$ cat src/hw/rtl/isr_pkg.sv
// shared types and constants for the integer square root block
`default_nettype none
package isr_pkg;

    localparam int ISR_VALUE_BITS = 31;
    localparam int ROOT_BITS      = 16;
    localparam int MUL_MAX_BITS   = 32;

    typedef enum logic [1:0] {
        EMIT_VALUE = 2'd0,
        EMIT_HI    = 2'd1,
        EMIT_MID   = 2'd2
    } emit_sel_t;

    typedef struct packed {
        logic      load;
        logic      calc_mid;
        logic      square;
        logic      narrow_hi;
        logic      narrow_lo;
        logic      emit;
        emit_sel_t emit_sel;
    } isr_cmd_t;

    typedef struct packed {
        logic trivial;
        logic range_empty;
        logic above;
        logic equal;
    } isr_status_t;

endpackage
`default_nettype wire

$ cat src/hw/rtl/isr_value_if.sv
// request channel carrying the value to be rooted
`default_nettype none
interface isr_value_if #(
    parameter int VALUE_BITS = isr_pkg::ISR_VALUE_BITS
);
    logic                  valid;
    logic                  ready;
    logic [VALUE_BITS-1:0] value;

    modport source (output valid, output value, input ready);
    modport sink   (input valid, input value, output ready);
endinterface
`default_nettype wire

$ cat src/hw/rtl/isr_root_if.sv
// result channel carrying the floor square root
`default_nettype none
interface isr_root_if;
    logic                          valid;
    logic                          ready;
    logic [isr_pkg::ROOT_BITS-1:0] root;

    modport source (output valid, output root, input ready);
    modport sink   (input valid, input root, output ready);
endinterface
`default_nettype wire

$ cat src/hw/rtl/isr_datapath.sv
// search bounds, midpoint squarer and compare for the square root search
`default_nettype none
module isr_datapath #(
    parameter int VALUE_BITS = isr_pkg::ISR_VALUE_BITS
) (
    input  wire logic                          clk,
    input  wire isr_pkg::isr_cmd_t             cmd,
    input  wire logic [VALUE_BITS-1:0]         value,
    output isr_pkg::isr_status_t               status,
    output logic [isr_pkg::ROOT_BITS-1:0]      root
);
    import isr_pkg::*;

    localparam int W         = VALUE_BITS + 1;
    localparam int MUL_BITS  = (W < MUL_MAX_BITS) ? W : MUL_MAX_BITS;
    localparam int PROD_BITS = 2 * MUL_BITS;

    logic [VALUE_BITS-1:0] v_reg;
    logic [W-1:0]          lo_reg, hi_reg, mid_reg;
    logic [PROD_BITS-1:0]  prod_reg;
    logic                  big_reg;
    logic [ROOT_BITS-1:0]  root_reg;

    logic [W-1:0]          mid_next;
    logic [W-1:0]          mid_upper;
    logic [W-1:0]          emit_src;
    logic [ROOT_BITS+W-1:0] emit_ext;
    logic [PROD_BITS-1:0]  v_ext;

    assign mid_next  = lo_reg + ((hi_reg - lo_reg) >> 1);
    // midpoints of 2^32 and up are treated as too large without squaring
    assign mid_upper = mid_reg >> MUL_BITS;
    assign v_ext     = PROD_BITS'(v_reg);

    always_comb
    begin
        case (cmd.emit_sel)
            EMIT_VALUE: emit_src = {1'b0, v_reg};
            EMIT_HI:    emit_src = hi_reg;
            EMIT_MID:   emit_src = mid_reg;
            default:    emit_src = hi_reg;
        endcase
        emit_ext = {{ROOT_BITS{1'b0}}, emit_src};
    end

    always_ff @(posedge clk)
    begin
        if (cmd.load)
        begin
            v_reg  <= value;
            lo_reg <= W'(1);
            hi_reg <= {1'b0, value};
        end
        if (cmd.calc_mid)
            mid_reg <= mid_next;
        if (cmd.square)
        begin
            prod_reg <= PROD_BITS'(mid_reg[MUL_BITS-1:0]) * PROD_BITS'(mid_reg[MUL_BITS-1:0]);
            big_reg  <= |mid_upper;
        end
        if (cmd.narrow_hi)
            hi_reg <= mid_reg - W'(1);
        if (cmd.narrow_lo)
            lo_reg <= mid_reg + W'(1);
        if (cmd.emit)
            root_reg <= emit_ext[ROOT_BITS-1:0];
    end

    assign status.trivial     = (v_reg[VALUE_BITS-1:1] == '0);
    assign status.range_empty = (lo_reg > hi_reg);
    assign status.above       = big_reg || (prod_reg > v_ext);
    assign status.equal       = !big_reg && (prod_reg == v_ext);
    assign root               = root_reg;

endmodule
`default_nettype wire

$ cat src/hw/rtl/isr_ctrl.sv
// sequencer for the binary search and the result register handshake
`default_nettype none
module isr_ctrl (
    input  wire logic                 clk,
    input  wire logic                 rst_n,
    input  wire logic                 req_valid,
    output logic                      req_ready,
    output logic                      rsp_valid,
    input  wire logic                 rsp_ready,
    input  wire isr_pkg::isr_status_t status,
    output isr_pkg::isr_cmd_t         cmd
);
    import isr_pkg::*;

    typedef enum logic [3:0] {
        ST_IDLE = 4'b0001,
        ST_MID  = 4'b0010,
        ST_MUL  = 4'b0100,
        ST_CMP  = 4'b1000
    } state_t;

    state_t state_reg, state_next;
    logic   rsp_valid_reg, rsp_valid_next;
    logic   out_free;

    // result slot can take a new root this cycle
    assign out_free = !rsp_valid_reg || rsp_ready;

    always_comb
    begin
        state_next   = state_reg;
        cmd          = '0;
        cmd.emit_sel = EMIT_HI;
        req_ready    = 1'b0;
        unique case (state_reg)
            ST_IDLE:
            begin
                req_ready = 1'b1;
                if (req_valid)
                begin
                    cmd.load   = 1'b1;
                    state_next = ST_MID;
                end
            end
            ST_MID:
            begin
                if (status.trivial)
                begin
                    cmd.emit_sel = EMIT_VALUE;
                    if (out_free)
                    begin
                        cmd.emit   = 1'b1;
                        state_next = ST_IDLE;
                    end
                end
                else if (status.range_empty)
                begin
                    if (out_free)
                    begin
                        cmd.emit   = 1'b1;
                        state_next = ST_IDLE;
                    end
                end
                else
                begin
                    cmd.calc_mid = 1'b1;
                    state_next   = ST_MUL;
                end
            end
            ST_MUL:
            begin
                cmd.square = 1'b1;
                state_next = ST_CMP;
            end
            ST_CMP:
            begin
                if (status.above)
                begin
                    cmd.narrow_hi = 1'b1;
                    state_next    = ST_MID;
                end
                else if (status.equal)
                begin
                    cmd.emit_sel = EMIT_MID;
                    if (out_free)
                    begin
                        cmd.emit   = 1'b1;
                        state_next = ST_IDLE;
                    end
                end
                else
                begin
                    cmd.narrow_lo = 1'b1;
                    state_next    = ST_MID;
                end
            end
            default:
            begin
                state_next = ST_IDLE;
            end
        endcase
    end

    always_comb
    begin
        rsp_valid_next = rsp_valid_reg;
        if (rsp_valid_reg && rsp_ready)
            rsp_valid_next = 1'b0;
        if (cmd.emit)
            rsp_valid_next = 1'b1;
    end

    always_ff @(posedge clk or negedge rst_n)
    begin
        if (!rst_n)
        begin
            state_reg     <= ST_IDLE;
            rsp_valid_reg <= 1'b0;
        end
        else
        begin
            state_reg     <= state_next;
            rsp_valid_reg <= rsp_valid_next;
        end
    end

    assign rsp_valid = rsp_valid_reg;

endmodule
`default_nettype wire

$ cat src/hw/rtl/integer_square_root.sv
// Integer square root: one request of VALUE_BITS bits in, one 16-bit floor
// root out. The root is found by a binary search over 1 .. value; each probe
// steps through midpoint, 32x32 square and compare, limited by the single
// shared squarer. A request takes a load step, at most about VALUE_BITS
// probes and a closing step that waits for a free result slot; values 0 and
// 1 skip the search. Only one request is in flight, but a finished root waits
// in its output register while the next request is searched. Bits of value
// above VALUE_BITS are not used.
`default_nettype none
module integer_square_root #(
    parameter int VALUE_BITS = isr_pkg::ISR_VALUE_BITS
) (
    input  wire logic clk,
    input  wire logic rst_n,
    isr_value_if.sink  req,
    isr_root_if.source rsp
);
    import isr_pkg::*;

    isr_cmd_t    cmd;
    isr_status_t status;

    isr_ctrl u_ctrl (
        .clk       (clk),
        .rst_n     (rst_n),
        .req_valid (req.valid),
        .req_ready (req.ready),
        .rsp_valid (rsp.valid),
        .rsp_ready (rsp.ready),
        .status    (status),
        .cmd       (cmd)
    );

    isr_datapath #(
        .VALUE_BITS (VALUE_BITS)
    ) u_datapath (
        .clk    (clk),
        .cmd    (cmd),
        .value  (req.value[VALUE_BITS-1:0]),
        .status (status),
        .root   (rsp.root)
    );

    // a root is only written into a free result slot
    assert property (@(posedge clk) disable iff (!rst_n)
        cmd.emit |-> (!rsp.valid || rsp.ready))
        else $error("root written over a pending result");

    // at most one datapath operation per cycle
    assert property (@(posedge clk) disable iff (!rst_n)
        $onehot0({cmd.load, cmd.calc_mid, cmd.square, cmd.narrow_hi, cmd.narrow_lo,
                  cmd.emit}))
        else $error("conflicting datapath commands");

    // an emitted root shows up as a valid result on the next cycle
    assert property (@(posedge clk) disable iff (!rst_n)
        cmd.emit |=> rsp.valid)
        else $error("emitted root not presented");

    // a new request is never taken while the search is busy
    assert property (@(posedge clk) disable iff (!rst_n)
        (cmd.calc_mid || cmd.square || cmd.narrow_hi || cmd.narrow_lo) |-> !req.ready)
        else $error("request accepted during search");

endmodule
`default_nettype wire

$ cat src/flat_wrapper.sv
// flat-port wrapper written by rule: the top's interface ports become plain ports
module integer_square_root_flat import isr_pkg::*;
#(
    parameter int VALUE_BITS = isr_pkg::ISR_VALUE_BITS
)
  (clk, rst_n, req_valid, req_value, req_ready, rsp_valid, rsp_root, rsp_ready);
  isr_value_if #(.VALUE_BITS(VALUE_BITS)) req_i ();
  isr_root_if rsp_i ();
  input  wire logic clk;
  input  wire logic rst_n;
  input wire logic [$bits(req_i.valid)-1:0] req_valid;
  input wire logic [$bits(req_i.value)-1:0] req_value;
  output wire logic [$bits(req_i.ready)-1:0] req_ready;
  output wire logic [$bits(rsp_i.valid)-1:0] rsp_valid;
  output wire logic [$bits(rsp_i.root)-1:0] rsp_root;
  input wire logic [$bits(rsp_i.ready)-1:0] rsp_ready;
  assign req_i.valid = req_valid;
  assign req_i.value = req_value;
  assign req_ready = req_i.ready;
  assign rsp_valid = rsp_i.valid;
  assign rsp_root = rsp_i.root;
  assign rsp_i.ready = rsp_ready;
  integer_square_root #(.VALUE_BITS(VALUE_BITS)) u_core (.clk(clk), .rst_n(rst_n), .req(req_i), .rsp(rsp_i));
endmodule
$ cat config.mk
export PLATFORM = sky130hd
export DESIGN_NAME = integer_square_root_flat
export DESIGN_NICKNAME = d
export VERILOG_FILES = /design/src/hw/rtl/isr_pkg.sv /design/src/hw/rtl/isr_value_if.sv /design/src/hw/rtl/isr_root_if.sv /design/src/hw/rtl/isr_datapath.sv /design/src/hw/rtl/isr_ctrl.sv /design/src/hw/rtl/integer_square_root.sv /design/src/flat_wrapper.sv
export SDC_FILE = /design/constraint.sdc
export NUM_CORES = 2
export LEC_CHECK = 0
export BUFFER_PORTS_ARGS = -buffer_cell sky130_fd_sc_hd__buf_2
export CORE_ASPECT_RATIO = 1.75
export CORE_UTILIZATION = 30
export CTS_CLUSTER_SIZE = 20
export DETAILED_ROUTE_END_ITERATION = 12
export SYNTH_ARGS = -nofsm -noshare
export SYNTH_HDL_FRONTEND = slang
export SYNTH_SLANG_ARGS = --single-unit
$ cat constraint.sdc
create_clock -name clk -period 10.7 [get_ports clk]
set_input_delay 1.605 -clock clk [delete_from_list [all_inputs] [get_ports clk]]
set_output_delay 1.605 -clock clk [all_outputs]
set_load 0.02 [all_outputs]
==> flow_summary_export.csv <==
group,metric,value,unit
grt,globalRouteOverflowTotal,0,
synth,synth-edff-count,206,
clock_network,clk_pin_slew_worst_paths,0.07,ns
synth,synth_cell_type_count,84,
die,die_height,496,microns
layout,sequential_cell_area,6310,sq um
routing,detailedRoute.firstIterationViolations,1658,
synth,synth_largest_type_area_fraction,37.9,%
synth,ys.flop_type,"edfxtp_1",
clock_network,numCtsBuffers,24,
sta,final.period_utilization,86.0,%
setup_path,critical_path.most_common_cell,"fa_1",
grt,grt_max_degree,64,
setup_path,startpoint_type_of_the_worst_setup_path,"flop",
synth,area_of_the_mapped_netlist,41900,sq um
routing,routed_wirelength,134000,microns
sta,timing.slew.headroom,17.9,%
clock_network,tritoncts,"yes",
clock_network,htree_num_levels,1,
setup_path,path_max_fanout,26,
setup_path,timing.critical_path.slowest_stage_cell,"edfxtp_1",
grt,grt_pass1_wl,205000,microns
synth,mappedNetlistNets,5519,
routing,drt_drc_violations_left,6,
die,coreArea,139000,sq um
die,floorplan.rows,181,
clock_network,cts_max_path_buffers,3,
setup_path,critPathMaxStageDelay,0.73,ns
layout,layout-area-overhead-vs-synth,7.85,%
routing,ant_nets,0,
layout,largest_register_ff_count,63,
clock_network,clock_tree.root_cell,"clkbuf_16",
synth,ys.warnings.count,0,
routing,route.detailed.vias_per_inst,4.92,
synth,most_numerous_cell_in_the_yosys_netlist,"inv_1",
job,cap_violations,0,
synth,syn_avg_cell_area,9.73,sq um
clock_network,cts_hold_repair.buffers,0,
sta,clock_skews,0.0303,ns
sta,fin_setup_tns,0,ns
place,detailedPlacementHpwl,111000,microns
sta,grt_setup_unrepaired,"no",
setup_path,worst_setup_path_end_kind,"flop",
die,pin_count,53,
place,place_congestion,0.963,
synth,cell_types_with_the_largest_area_share_after_synthesis,"fa_1, edfxtp_1, ha_1, inv_1, and2_1",
clock_network,cts_num_sinks,211,
die,fp.dieArea,141000,sq um
setup_path,timing.setup.critical_path_class,"reg -> reg",
clock_network,cts_resized,0,
layout,post_route_cells_drive_above_1_share,4.79,%
grt,global_routing_usage_summed_across_all_routing_layers,19.4,%
sta,finalHoldViolCount,0,
sta,clock.fmax,109,MHz
routing,num_vias,30161,
die,initial_utilization,30.2,%
layout,multiInputGateArea,30900,sq um
synth,netlist.top_cell.by_area,"fa_1",
layout,fillCellCount,14341,
hold_path,hold_path_class,"reg -> reg",
synth,synth_top_cells_by_count,"inv_1, fa_1, ha_1, nand2_1, and2_1",
grt,grt_pass1_vias,34690,
synth,ys_seq_elements,211,
run_status,run_status,"complete, but fails checks",
sta,final_period_minus_worst_setup_slack,9.20,ns
clock_network,cts_post_setup_buffers_inserted,0,
synth,syn_inst,4300,
setup_path,cp.required,11.13,ns
synth,synthArstFlopShare,2.37,%
layout,fin_nets,5503,
routing,dr.pass1.iters,10,
setup_path,arrival,9.63,ns
sta,timing.final.setup_violations,0,
die,fp.dieW,284,microns
run_status,failing_checks,"DRC",
grt,grt_antenna_before_repair,1,
synth,seq_area_frac_synth,15.1,%
sta,maxSlewViolCount,0,
place,placement.io_buffers,52,
sta,worst_slew_pin_slew,1.23,ns
clock_network,worst_skew_pair.late_latency,0.57,ns
sta,holdWs,0.594,ns
routing,routedWlPerCell,21.8,microns
==> area by class of cell <==
class	count	share of cell area, %
diodes	4	0.0222
clock buffers	28	1.36
clock inverters	16	0.474
inverters	1091	9.07
multi-input cells	2841	68.4
flip-flops and latches	211	14.0
well taps	1830	5.07
repair buffers	115	1.65
==> metrics by stage <==
step / std cells / util, % / area, sq um / setup WS, ns
after CTS: 6132 / 32.6 / 45100 / 1.53
after floorplan: 4300 / - / 41900 / 2.66
after detailed placement: 6088 / 32.0 / 44300 / 1.56
after global routing: 6132 / 32.6 / 45100 / 1.21
final: 6136 / 32.6 / 45100 / 1.50
after global placement: 6088 / 32.0 / 44300 / 1.57
==> critical path: cells and delay by family, from the launching register on <==
family,cells,cell delay [ns]
adder cells (fa/ha/maj),9,4.43
AND/OR/NAND/NOR,7,1.87
buffers and inverters,7,1.12
AO/OA/AOI/OAI,3,0.88
flip-flops,1,0.73
==> path summary, 6_finish.rpt <==
kind | start | endpoint | slack (ns) | depth (start not counted)
max in group asynchronous | rst_n | u_core.u_ctrl.state_reg[0] | 9.65 | 1
setup / recovery | u_core.u_datapath.mid_reg[3] | u_core.u_datapath.prod_reg[50] | 1.50 | 26
hold / removal | u_core.u_datapath.hi_reg[0] | u_core.u_datapath.root[0] | 0.59 | 2
min in group asynchronous | rst_n | u_core.u_ctrl.state_reg[3] | 0.84 | 1
setup reg to reg | u_core.u_datapath.mid_reg[3] | u_core.u_datapath.prod_reg[50] | 1.50 | 26
hold reg to reg | u_core.u_datapath.hi_reg[0] | u_core.u_datapath.root[0] | 0.59 | 2
==> cells in the final DEF (no fill, tap or decap), types with 5 or more instances in the layout <==
cell       count
fa_1         793
xnor2_1      131
a21o_1        79
inv_1       1082
nand2b_1      21
o31ai_1       11
ha_1         391
a31o_2        13
mux2_1        20
o21ai_1       20
nor3_1        36
or3_1          5
nand2_1      328
nor2_1       153
clkinv_1       7
and3_1        17
nor4_1        31
nand4_1       35
nor2b_1       17
a21oi_1      132
clkbuf_16     24
a211oi_1      15
xor2_1        75
o21ai_0       46
buf_4         62
buf_2         52
a31oi_1       14
mux2_2        14
o21a_1        12
o21bai_1      31
nand3_1       43
and2_1       224
edfxtp_1     206
a22o_1        15
o211ai_1      12
==> per-layer routing <==
layer  vias to the layer above  GRT usage [%]  wire length (microns)
met3                       485           1.91                   5290
met1                     15414           17.5                  40400
met4                         2           18.8                  15600
met2                       981           37.4                  72300
li1                      13279              -                      -
met5                         -              0                     12
==> cell families after synthesis <==
| group | Yosys count | synth area share, % |
|---|---|---|
| multiplexers | 38 | 1.01 |
| buffers and inverters | 1248 | 11.2 |
| XOR/XNOR | 206 | 4.31 |
| AND/OR/NAND/NOR | 957 | 11.5 |
| AO/OA/AOI/OAI | 456 | 7.26 |
| adder cells (fa/ha/maj) | 1184 | 49.6 |
| flip-flops | 211 | 15.1 |
Power is not shown: default switching activity piles up to over one toggle a cycle in this logic, so the estimate is an artifact.
